File: config.mk
export PLATFORM = sky130hd
export DESIGN_NAME = sync_length_crc_deframer_unit
export DESIGN_NICKNAME = d
export VERILOG_FILES = /design/src/rtl/slcd_pkg.sv /design/src/rtl/slcd_crc_byte.sv /design/src/rtl/slcd_cfg.sv /design/src/rtl/slcd_fsm.sv /design/src/rtl/slcd_out_reg.sv /design/src/rtl/sync_length_crc_deframer_unit.sv
export SDC_FILE = /design/constraint.sdc
export NUM_CORES = 1
export LEC_CHECK = 0
export BUFFER_PORTS_ARGS = -buffer_cell sky130_fd_sc_hd__buf_4
export CORE_ASPECT_RATIO = 0.7
export CORE_UTILIZATION = 30
export DETAILED_ROUTE_END_ITERATION = 10
export MAX_ROUTING_LAYER = met4
export PLACE_DENSITY = 0.46
export SETUP_SLACK_MARGIN = 0.02
export SLEW_MARGIN = 30
export SYNTH_ARGS = -nofsm -noshare
export SYNTH_HDL_FRONTEND = slang
export SYNTH_SLANG_ARGS = --single-unit
File: constraint.sdc
create_clock -name clk -period 4.95 [get_ports clk]
set_input_delay 0.7425 -clock clk [delete_from_list [all_inputs] [get_ports clk]]
set_output_delay 0.7425 -clock clk [all_outputs]
set_load 0.02 [all_outputs]
File: src/rtl/slcd_pkg.sv
`timescale 1ns / 1ps
// ----------------------------------------------------------------------------
// slcd_pkg
// shared types and constants of the sync / length / crc-32 deframer
// ----------------------------------------------------------------------------
package slcd_pkg;

  localparam int unsigned PADDR_W = 4;

  localparam logic [7:0]  SYNC_FIRST  = 8'hAA;
  localparam logic [7:0]  SYNC_SECOND = 8'h55;
  localparam logic [31:0] CRC_POLY    = 32'hEDB88320;
  localparam logic [31:0] CRC_INIT    = 32'hFFFFFFFF;

  localparam logic [2:0] PH_HUNT    = 3'd0;
  localparam logic [2:0] PH_SYNC2   = 3'd1;
  localparam logic [2:0] PH_LEN_LO  = 3'd2;
  localparam logic [2:0] PH_LEN_HI  = 3'd3;
  localparam logic [2:0] PH_PAYLOAD = 3'd4;
  localparam logic [2:0] PH_TRAILER = 3'd5;

  localparam logic [1:0] ST_OK       = 2'd0;
  localparam logic [1:0] ST_TOO_LONG = 2'd1;
  localparam logic [1:0] ST_CRC_BAD  = 2'd2;
  localparam logic [1:0] ST_TIMEOUT  = 2'd3;

  localparam logic REQ_BYTE = 1'b0;
  localparam logic REQ_TICK = 1'b1;

  localparam logic KIND_PAYLOAD = 1'b0;
  localparam logic KIND_STATUS  = 1'b1;

  localparam logic [1:0] REG_MAX_PAYLOAD  = 2'd0;
  localparam logic [1:0] REG_SYNC_TIMEOUT = 2'd1;
  localparam logic [1:0] REG_BYTE_TIMEOUT = 2'd2;

  localparam logic [15:0] RST_MAX_PAYLOAD  = 16'd1024;
  localparam logic [15:0] RST_SYNC_TIMEOUT = 16'd100;
  localparam logic [15:0] RST_BYTE_TIMEOUT = 16'd1000;

  typedef struct packed {
    logic [15:0] max_payload;
    logic [15:0] sync_timeout;
    logic [15:0] byte_timeout;
  } cfg_t;

  typedef struct packed {
    logic        kind;
    logic [7:0]  payload_byte;
    logic [1:0]  status;
    logic [15:0] frame_length;
  } res_t;

endpackage

File: src/rtl/slcd_crc_byte.sv
`timescale 1ns / 1ps
// ----------------------------------------------------------------------------
// slcd_crc_byte
// one byte step of the reflected crc-32, eight bit steps unrolled
// ----------------------------------------------------------------------------
module slcd_crc_byte
  import slcd_pkg::*;
(
  input  logic [31:0] crc_in,
  input  logic [7:0]  data,
  output logic [31:0] crc_out
);

  always_comb begin
    logic [31:0] c;
    c = crc_in ^ {24'd0, data};
    for (int i = 0; i < 8; i++) begin
      c = c[0] ? ((c >> 1) ^ CRC_POLY) : (c >> 1);
    end
    crc_out = c;
  end

endmodule

File: src/rtl/slcd_cfg.sv
`timescale 1ns / 1ps
// ----------------------------------------------------------------------------
// slcd_cfg
// apb register file: max payload, sync timeout, byte timeout
// ----------------------------------------------------------------------------
module slcd_cfg
  import slcd_pkg::*;
(
  input  logic               clk,
  input  logic               rst,
  input  logic               psel,
  input  logic               penable,
  input  logic               pwrite,
  input  logic [PADDR_W-1:0] paddr,
  input  logic [31:0]        pwdata,
  output logic [31:0]        prdata,
  output logic               pready,
  output cfg_t               cfg
);

  logic [1:0] reg_idx;
  logic       wr_en;

  assign reg_idx = paddr[3:2];
  assign wr_en   = psel && penable && pwrite;
  assign pready  = 1'b1;

  always_ff @(posedge clk) begin
    if (rst) begin
      cfg.max_payload  <= RST_MAX_PAYLOAD;
      cfg.sync_timeout <= RST_SYNC_TIMEOUT;
      cfg.byte_timeout <= RST_BYTE_TIMEOUT;
    end else if (wr_en) begin
      case (reg_idx)
        REG_MAX_PAYLOAD:  cfg.max_payload  <= pwdata[15:0];
        REG_SYNC_TIMEOUT: cfg.sync_timeout <= pwdata[15:0];
        REG_BYTE_TIMEOUT: cfg.byte_timeout <= pwdata[15:0];
        default: ;
      endcase
    end
  end

  always_comb begin
    case (reg_idx)
      REG_MAX_PAYLOAD:  prdata = {16'd0, cfg.max_payload};
      REG_SYNC_TIMEOUT: prdata = {16'd0, cfg.sync_timeout};
      REG_BYTE_TIMEOUT: prdata = {16'd0, cfg.byte_timeout};
      default:          prdata = 32'd0;
    endcase
  end

endmodule

File: src/rtl/slcd_fsm.sv
`timescale 1ns / 1ps
// ----------------------------------------------------------------------------
// slcd_fsm
// frame state: sync hunt, length, payload with crc, trailer, tick timeouts
// ----------------------------------------------------------------------------
module slcd_fsm
  import slcd_pkg::*;
(
  input  logic       clk,
  input  logic       rst,
  input  logic       accept,
  input  logic       req_type,
  input  logic [7:0] rx_byte,
  input  cfg_t       cfg,
  output logic       has_res,
  output res_t       res
);

  logic [2:0]  phase, phase_next;
  logic [31:0] running_crc, running_crc_next;
  logic [15:0] announced_length, announced_length_next;
  logic [15:0] byte_count, byte_count_next;
  logic [31:0] trailer_crc, trailer_crc_next;
  logic [15:0] idle_ticks, idle_ticks_next;

  logic [31:0] crc_upd;
  logic [15:0] ticks_inc;
  logic [15:0] limit;
  logic [15:0] count_inc;
  logic [15:0] len_full;

  slcd_crc_byte u_crc (
    .crc_in  (running_crc),
    .data    (rx_byte),
    .crc_out (crc_upd)
  );

  assign ticks_inc = (idle_ticks == 16'hFFFF) ? idle_ticks : idle_ticks + 16'd1;
  assign limit     = (phase == PH_SYNC2) ? cfg.sync_timeout : cfg.byte_timeout;
  assign count_inc = byte_count + 16'd1;
  assign len_full  = {rx_byte, announced_length[7:0]};

  always_comb begin
    phase_next            = phase;
    running_crc_next      = running_crc;
    announced_length_next = announced_length;
    byte_count_next       = byte_count;
    trailer_crc_next      = trailer_crc;
    idle_ticks_next       = idle_ticks;
    has_res               = 1'b0;
    res                   = '0;

    if (req_type == REQ_TICK) begin
      if (phase == PH_HUNT || phase > PH_TRAILER) begin
        phase_next      = PH_HUNT;
        idle_ticks_next = 16'd0;
        byte_count_next = 16'd0;
      end else if (ticks_inc < limit) begin
        idle_ticks_next = ticks_inc;
      end else begin
        phase_next      = PH_HUNT;
        idle_ticks_next = 16'd0;
        byte_count_next = 16'd0;
        if (phase != PH_SYNC2) begin
          has_res      = 1'b1;
          res.kind     = KIND_STATUS;
          res.status   = ST_TIMEOUT;
          res.frame_length = (phase inside {PH_LEN_LO, PH_LEN_HI}) ?
                             16'd0 : announced_length;
        end
      end
    end else begin
      idle_ticks_next = 16'd0;
      case (phase)
        PH_SYNC2: begin
          byte_count_next = 16'd0;
          if (rx_byte == SYNC_SECOND) begin
            phase_next            = PH_LEN_LO;
            announced_length_next = 16'd0;
            running_crc_next      = CRC_INIT;
            trailer_crc_next      = 32'd0;
          end else begin
            phase_next = PH_HUNT;
          end
        end
        PH_LEN_LO: begin
          announced_length_next = {8'd0, rx_byte};
          phase_next            = PH_LEN_HI;
          byte_count_next       = 16'd0;
        end
        PH_LEN_HI: begin
          announced_length_next = len_full;
          byte_count_next       = 16'd0;
          if (len_full > cfg.max_payload) begin
            phase_next       = PH_HUNT;
            has_res          = 1'b1;
            res.kind         = KIND_STATUS;
            res.status       = ST_TOO_LONG;
            res.frame_length = len_full;
          end else begin
            phase_next = (len_full == 16'd0) ? PH_TRAILER : PH_PAYLOAD;
          end
        end
        PH_PAYLOAD: begin
          running_crc_next = crc_upd;
          has_res          = 1'b1;
          res.kind         = KIND_PAYLOAD;
          res.payload_byte = rx_byte;
          res.frame_length = announced_length;
          if (count_inc >= announced_length) begin
            phase_next      = PH_TRAILER;
            byte_count_next = 16'd0;
          end else begin
            byte_count_next = count_inc;
          end
        end
        PH_TRAILER: begin
          trailer_crc_next = trailer_crc |
                             ({24'd0, rx_byte} << {byte_count[1:0], 3'b000});
          if (count_inc >= 16'd4) begin
            phase_next       = PH_HUNT;
            byte_count_next  = 16'd0;
            has_res          = 1'b1;
            res.kind         = KIND_STATUS;
            res.status       = (trailer_crc_next == ~running_crc) ? ST_OK : ST_CRC_BAD;
            res.frame_length = announced_length;
          end else begin
            byte_count_next = count_inc;
          end
        end
        default: begin
          byte_count_next = 16'd0;
          phase_next      = (rx_byte == SYNC_FIRST) ? PH_SYNC2 : PH_HUNT;
        end
      endcase
    end
  end

  always_ff @(posedge clk) begin
    if (rst) begin
      phase            <= PH_HUNT;
      running_crc      <= CRC_INIT;
      announced_length <= 16'd0;
      byte_count       <= 16'd0;
      trailer_crc      <= 32'd0;
      idle_ticks       <= 16'd0;
    end else if (accept) begin
      phase            <= phase_next;
      running_crc      <= running_crc_next;
      announced_length <= announced_length_next;
      byte_count       <= byte_count_next;
      trailer_crc      <= trailer_crc_next;
      idle_ticks       <= idle_ticks_next;
    end
  end

endmodule

File: src/rtl/slcd_out_reg.sv
`timescale 1ns / 1ps
// ----------------------------------------------------------------------------
// slcd_out_reg
// result register with valid/ready towards the receiver
// ----------------------------------------------------------------------------
module slcd_out_reg
  import slcd_pkg::*;
(
  input  logic        clk,
  input  logic        rst,
  input  logic        load,
  input  res_t        res_in,
  input  logic        res_ready,
  output logic        res_valid,
  output logic        space,
  output logic        kind,
  output logic [7:0]  payload_byte,
  output logic [1:0]  status,
  output logic [15:0] frame_length
);

  res_t res_q;

  assign space        = !res_valid || res_ready;
  assign kind         = res_q.kind;
  assign payload_byte = res_q.payload_byte;
  assign status       = res_q.status;
  assign frame_length = res_q.frame_length;

  always_ff @(posedge clk) begin
    if (rst) begin
      res_valid <= 1'b0;
    end else if (load) begin
      res_valid <= 1'b1;
    end else if (res_ready) begin
      res_valid <= 1'b0;
    end
  end

  always_ff @(posedge clk) begin
    if (load) begin
      res_q <= res_in;
    end
  end

endmodule

File: src/rtl/sync_length_crc_deframer_unit.sv
`timescale 1ns / 1ps
// ----------------------------------------------------------------------------
// sync_length_crc_deframer_unit
// deframer for 0xaa 0x55 / 16-bit length / payload / crc-32 frames
// ----------------------------------------------------------------------------
// request channel (req_valid/req_ready): one beat is a received byte or a
//   one millisecond tick, chosen by req_type
// result channel (res_valid/res_ready): a payload byte (kind 0) for each
//   payload byte received, or an end of frame status (kind 1): ok, too long,
//   crc mismatch or byte timeout
// a request beat gives at most one result beat, valid in the cycle after acceptance
// one request beat per cycle; req_ready is high while the result register is
//   empty or being taken, so a stalled receiver holds off requests only when
//   a result is waiting
// a beat that yields no result still advances the frame state
// apb port holds max_payload, sync_timeout and byte_timeout; write only while
//   no beat is in flight
// reset: hunting for sync, crc all ones, registers at 1024 / 100 / 1000,
//   result register empty; ready from the first cycle after reset
// ----------------------------------------------------------------------------
module sync_length_crc_deframer_unit
  import slcd_pkg::*;
(
  input  logic               clk,
  input  logic               rst,
  input  logic               req_valid,
  output logic               req_ready,
  input  logic               req_type,
  input  logic [7:0]         rx_byte,
  output logic               res_valid,
  input  logic               res_ready,
  output logic               kind,
  output logic [7:0]         payload_byte,
  output logic [1:0]         status,
  output logic [15:0]        frame_length,
  input  logic               psel,
  input  logic               penable,
  input  logic               pwrite,
  input  logic [PADDR_W-1:0] paddr,
  input  logic [31:0]        pwdata,
  output logic [31:0]        prdata,
  output logic               pready
);

  cfg_t cfg;
  res_t res;
  logic has_res;
  logic accept;
  logic space;

  assign req_ready = space;
  assign accept    = req_valid && space;

  slcd_cfg u_cfg (
    .clk     (clk),
    .rst     (rst),
    .psel    (psel),
    .penable (penable),
    .pwrite  (pwrite),
    .paddr   (paddr),
    .pwdata  (pwdata),
    .prdata  (prdata),
    .pready  (pready),
    .cfg     (cfg)
  );

  slcd_fsm u_fsm (
    .clk      (clk),
    .rst      (rst),
    .accept   (accept),
    .req_type (req_type),
    .rx_byte  (rx_byte),
    .cfg      (cfg),
    .has_res  (has_res),
    .res      (res)
  );

  slcd_out_reg u_out (
    .clk          (clk),
    .rst          (rst),
    .load         (accept && has_res),
    .res_in       (res),
    .res_ready    (res_ready),
    .res_valid    (res_valid),
    .space        (space),
    .kind         (kind),
    .payload_byte (payload_byte),
    .status       (status),
    .frame_length (frame_length)
  );

endmodule

==> impl_summary.txt <==
----------------------------------------------------
[Clocking]
  Clk buf depth ... 2
  CTS tree ... done
  Skew-Pair Late Insertion Delay ... 0.45 ns
  Number of buffers inserted by post-CTS setup repair ... 0
  TritonCTS buffer count ... 17
  Clock Tree Root ... sky130_fd_sc_hd__clkbuf_16
  Clock-pin slew of the registers on the worst-case setup and hold paths ... 0.07 ns
  Deepest level of the CTS H-tree ... 4
  Sinks on the clock net ... 191

[STA]
  Final Skew ... 0.00953 ns
  Setup-violating endpoint count in the final report ... 0
  Setup repair after global routing missed its margin ... true
  Slew margin rel. ... 36.7%
  Fin crit share ... 91.4%
  Achievable frequency ... 221 MHz
  Aggregate negative setup slack ... 0 ns
  Final Max Tran Viols ... 0
  Worst Tran Pin Value ... 0.950 ns
  Final Hold Vio Count ... 0
  Min cycle time layout ... 4.52 ns

[Layout]
  Final antenna diode count ... 0
  Leading cell types in the layout, fill and taps excluded ... sky130_fd_sc_hd__nand2_1, sky130_fd_sc_hd__dfxtp_1, sky130_fd_sc_hd__a21oi_1, sky130_fd_sc_hd__buf_4, sky130_fd_sc_hd__nor2_1
  Finished Layout Cells ... 1,869
  Nets@finish ... 1,482
  Area added between synthesis and finish ... 13.4%
  Fraction of final layout cells with drive strength greater than 1 ... 11.9%
  Most frequent standard cell in the layout excluding fill and tap cells ... sky130_fd_sc_hd__nand2_1

[Route]
  First-pass DRT Iterations ... 5
  Antenna-violating nets left ... 0
  Drt total wl ... 34,900 um
  DRC marker count from the first detailed-route iteration ... 816
  DR vias ... 9,542
  Wire per inst ... 18.7 um
  Drt drc ... 0
  Mean number of vias per cell ... 5.11

[Flow run]
  Maximum Capacitance Violations ... 0

[Placed design]
  Final weighted congestion in routability-driven placement ... 0.859
  Buffers on Ports ... 78
  Final HPWL from detailed placement ... 25,000 um
  Number of instances in the placed design ... 1,839

[Synthesis]
  Synth Register Bits ... 191
  Dominant cell type by area after synthesis ... sky130_fd_sc_hd__dfxtp_1
  Distinct cell type count after synthesis ... 72
  Area share of the largest cell type after synthesis ... 29.3%
  Share of synthesized flip-flops with an asynchronous set or reset ... 0%
  Area fraction in compound gates after synthesis ... 15.8%
  Adder-Cell Fraction of Synth Area ... 5.81%
  Syn Inst Count ... 1,347
  Post-Synth Simple-Gate Area ... 21.8%
  Dominant combinational cell family by area after synthesis ... simple AND/OR/NAND/NOR gates
  Post-Synthesis Cell Area ... 11,200 um^2
  Synth Area in XOR/XNOR ... 10.4%
  Multiplexer area fraction after synthesis ... 3.43%
  Sequential element share of the synthesized area ... 36.5%
  Count of flip-flops with a built-in enable after synthesis ... 27
  Ranking of synthesized cells by area ... sky130_fd_sc_hd__dfxtp_1, sky130_fd_sc_hd__edfxtp_1, sky130_fd_sc_hd__a21oi_1, sky130_fd_sc_hd__nand2_1, sky130_fd_sc_hd__ha_1
  Dominant register cell in the synthesized netlist ... sky130_fd_sc_hd__dfxtp_1
  Yosys Warn Count ... 0
  Mean instance size in the synthesized netlist ... 8.32 um^2

[Global route]
  Maximum number of pins on one net before global-route repair ... 76
  Via count of the first global-routing pass ... 8,914
  Global-route congestion overflow total ... 0
  Overall global routing resource usage ... 19.3%
  Antenna violations before repair ... 0
  Global-route wire length before repair ... 53,800 um

[Run status]
  Status ... complete, no violations

[Floorplan]
  Number of top-level pins ... 114
  Cell Rows ... 58
  Die X-Extent ... 233 um
  Initial core utilization ... 30.8%
  Standard cell core area ... 36,400 um^2
  DIE HEIGHT ... 164 um
  Total die area ... 38,100 um^2

[Worst setup path]
  End point of the critical path ... u_out.payload_byte[0]$_SDFFCE_PP0P_
  Classification of the worst setup path ... flip-flop to flip-flop
  Worst EP required ... 5.09 ns
  Beginning of the critical path ... u_fsm.idle_ticks[0]$_SDFFE_PP0P_
  Worst reg2reg startpoint ... u_fsm.idle_ticks[0]$_SDFFE_PP0P_
  Kind of start point of the critical path ... flip-flop
  CP max FO ... 15
  Arr. time, crit path ... 4.66 ns
  Setup slack, reg-to-reg ... 0.43 ns
  Cell count of the worst reg-to-reg path ... 16
  Crit. End Element ... flip-flop
  Capturing point of the worst reg2reg path ... u_out.payload_byte[0]$_SDFFCE_PP0P_

[Power and ir drop]
  Leakage power summed over all cells ... 4.79 nW
  Total power density per cell area ... 257 nW/um^2
  Worst ir drop on vdd ... 0.000231 V
  Total design power ... 3.27 mW

[Min path]
  Hold WC Path Type ... flip-flop to flip-flop

----------------------------------------------------
## cells by family after synthesis
| logic type | after synthesis |
|---|---|
| adders and majority gates | 52 |
| buffers and inverters | 147 |
| muxes | 37 |
| xor gates and xnor gates | 128 |
| and+or+nand+nor | 496 |
| AOI/OAI and AO/OA | 294 |
| other | 2 |
| DFF | 191 |
## metal layers
metal / GRT usage [%] / vias to the layer above / share of wire (%)
li1: - / 4749 / -
met1: 29.3 / 4565 / 54
met2: 26.0 / 203 / 41
met3: 3.72 / 25 / 4.7
met4: 3.62 / 0 / 0.83
met5: - / - / 0
## layout make-up
class	count	area (um^2)
timing repair buffer	99	743
clock buffer	23	493
sequential	191	4090
clock inverter	7	77.6
inverter	45	169
multi-input combinational	1024	6520
fill	3816	23700
tap	480	601
## Yosys cell counts (all sizes together) (27+ instances only)
| cell type | instances |
|---|---|
| nor2 | 76 |
| nand2b | 31 |
| a21oi | 147 |
| nand3 | 63 |
| xnor2 | 65 |
| o21ai | 49 |
| buf | 49 |
| nand2 | 189 |
| nand4 | 28 |
| clkbuf | 53 |
| ha | 52 |
| xor2 | 63 |
| inv | 45 |
| mux2i | 36 |
| edfxtp | 27 |
| dfxtp | 164 |
## metrics by stage
stage          hold slack [ns]  util, %  setup slack [ns]  area [um^2]
6_report                 0.469     34.9             0.426        12700
5_1_grt                  0.496     34.9            0.0154        12700
4_1_cts                  0.472     34.9             0.368        12700
3_5_place_dp             0.456     33.3             0.406        12100
3_3_place_gp             0.451     33.3             0.464        12100
2_1_floorplan            0.438        -             0.279        11300
## critical path, stage by stage, from the launching register on
cell and delay [ns]:
sky130_fd_sc_hd__dfxtp_1 0.38, sky130_fd_sc_hd__ha_1 0.25, sky130_fd_sc_hd__nand3_1 0.13, sky130_fd_sc_hd__and4bb_1 0.33, sky130_fd_sc_hd__nor3_1 0.46, sky130_fd_sc_hd__and3_1 0.31
sky130_fd_sc_hd__nand3_1 0.11, sky130_fd_sc_hd__xnor2_1 0.17, sky130_fd_sc_hd__ha_1 0.33, sky130_fd_sc_hd__nand4_1 0.17, sky130_fd_sc_hd__nor4_1 0.31, sky130_fd_sc_hd__mux2i_1 0.16
sky130_fd_sc_hd__nand3_1 0.12, sky130_fd_sc_hd__nand3_1 0.23, sky130_fd_sc_hd__and3b_1 0.32, sky130_fd_sc_hd__nor2_2 0.17, sky130_fd_sc_hd__buf_4 0.27
## power by group
group          switching, mW  internal, mW  total [mW]
Clock                  0.630         0.756        1.39
Combinational          0.193         0.112       0.306
Sequential           0.00429          1.57        1.58
Total                  0.828          2.44        3.27
## state kept, by name (all words and copies together), names as in the netlist, 8 cells and up
signal and count:
u_fsm.trailer_crc 32, u_fsm.byte_count 16, u_fsm.announced_length 16, u_out.frame_length 16, u_out.payload_byte 8, u_fsm.running_crc 32
u_cfg.cfg 48, u_fsm.idle_ticks 16
## worst min-delay path by stage
| stage | from | endpoint | slack (ns) | cells after the start |
|---|---|---|---|---|
| finish | u_fsm.trailer_crc[31]$_SDFFE_PP0P_ | u_fsm.trailer_crc[31]$_SDFFE_PP0P_ | 0.47 | 2 |
| global route | u_cfg.cfg[16]$_SDFFE_PP0P_ | u_cfg.cfg[16]$_SDFFE_PP0P_ | 0.50 | 2 |
| CTS | u_fsm.trailer_crc[31]$_SDFFE_PP0P_ | u_fsm.trailer_crc[31]$_SDFFE_PP0P_ | 0.47 | 2 |
| detailed placement | u_fsm.trailer_crc[31]$_SDFFE_PP0P_ | u_fsm.trailer_crc[31]$_SDFFE_PP0P_ | 0.46 | 2 |
| global placement | u_fsm.trailer_crc[1]$_SDFFE_PP0P_ | u_fsm.trailer_crc[1]$_SDFFE_PP0P_ | 0.45 | 2 |
| floorplan | u_fsm.trailer_crc[0]$_SDFFE_PP0P_ | u_fsm.trailer_crc[0]$_SDFFE_PP0P_ | 0.44 | 2 |
## repair_timing
item                                    CTS  global route
resized for setup                         0             1
hold endpoints to repair                  0             0
hold buffers                              0             0
endpoints found under the setup margin    0             6
Note: power is estimated with default switching activity, not from simulation.
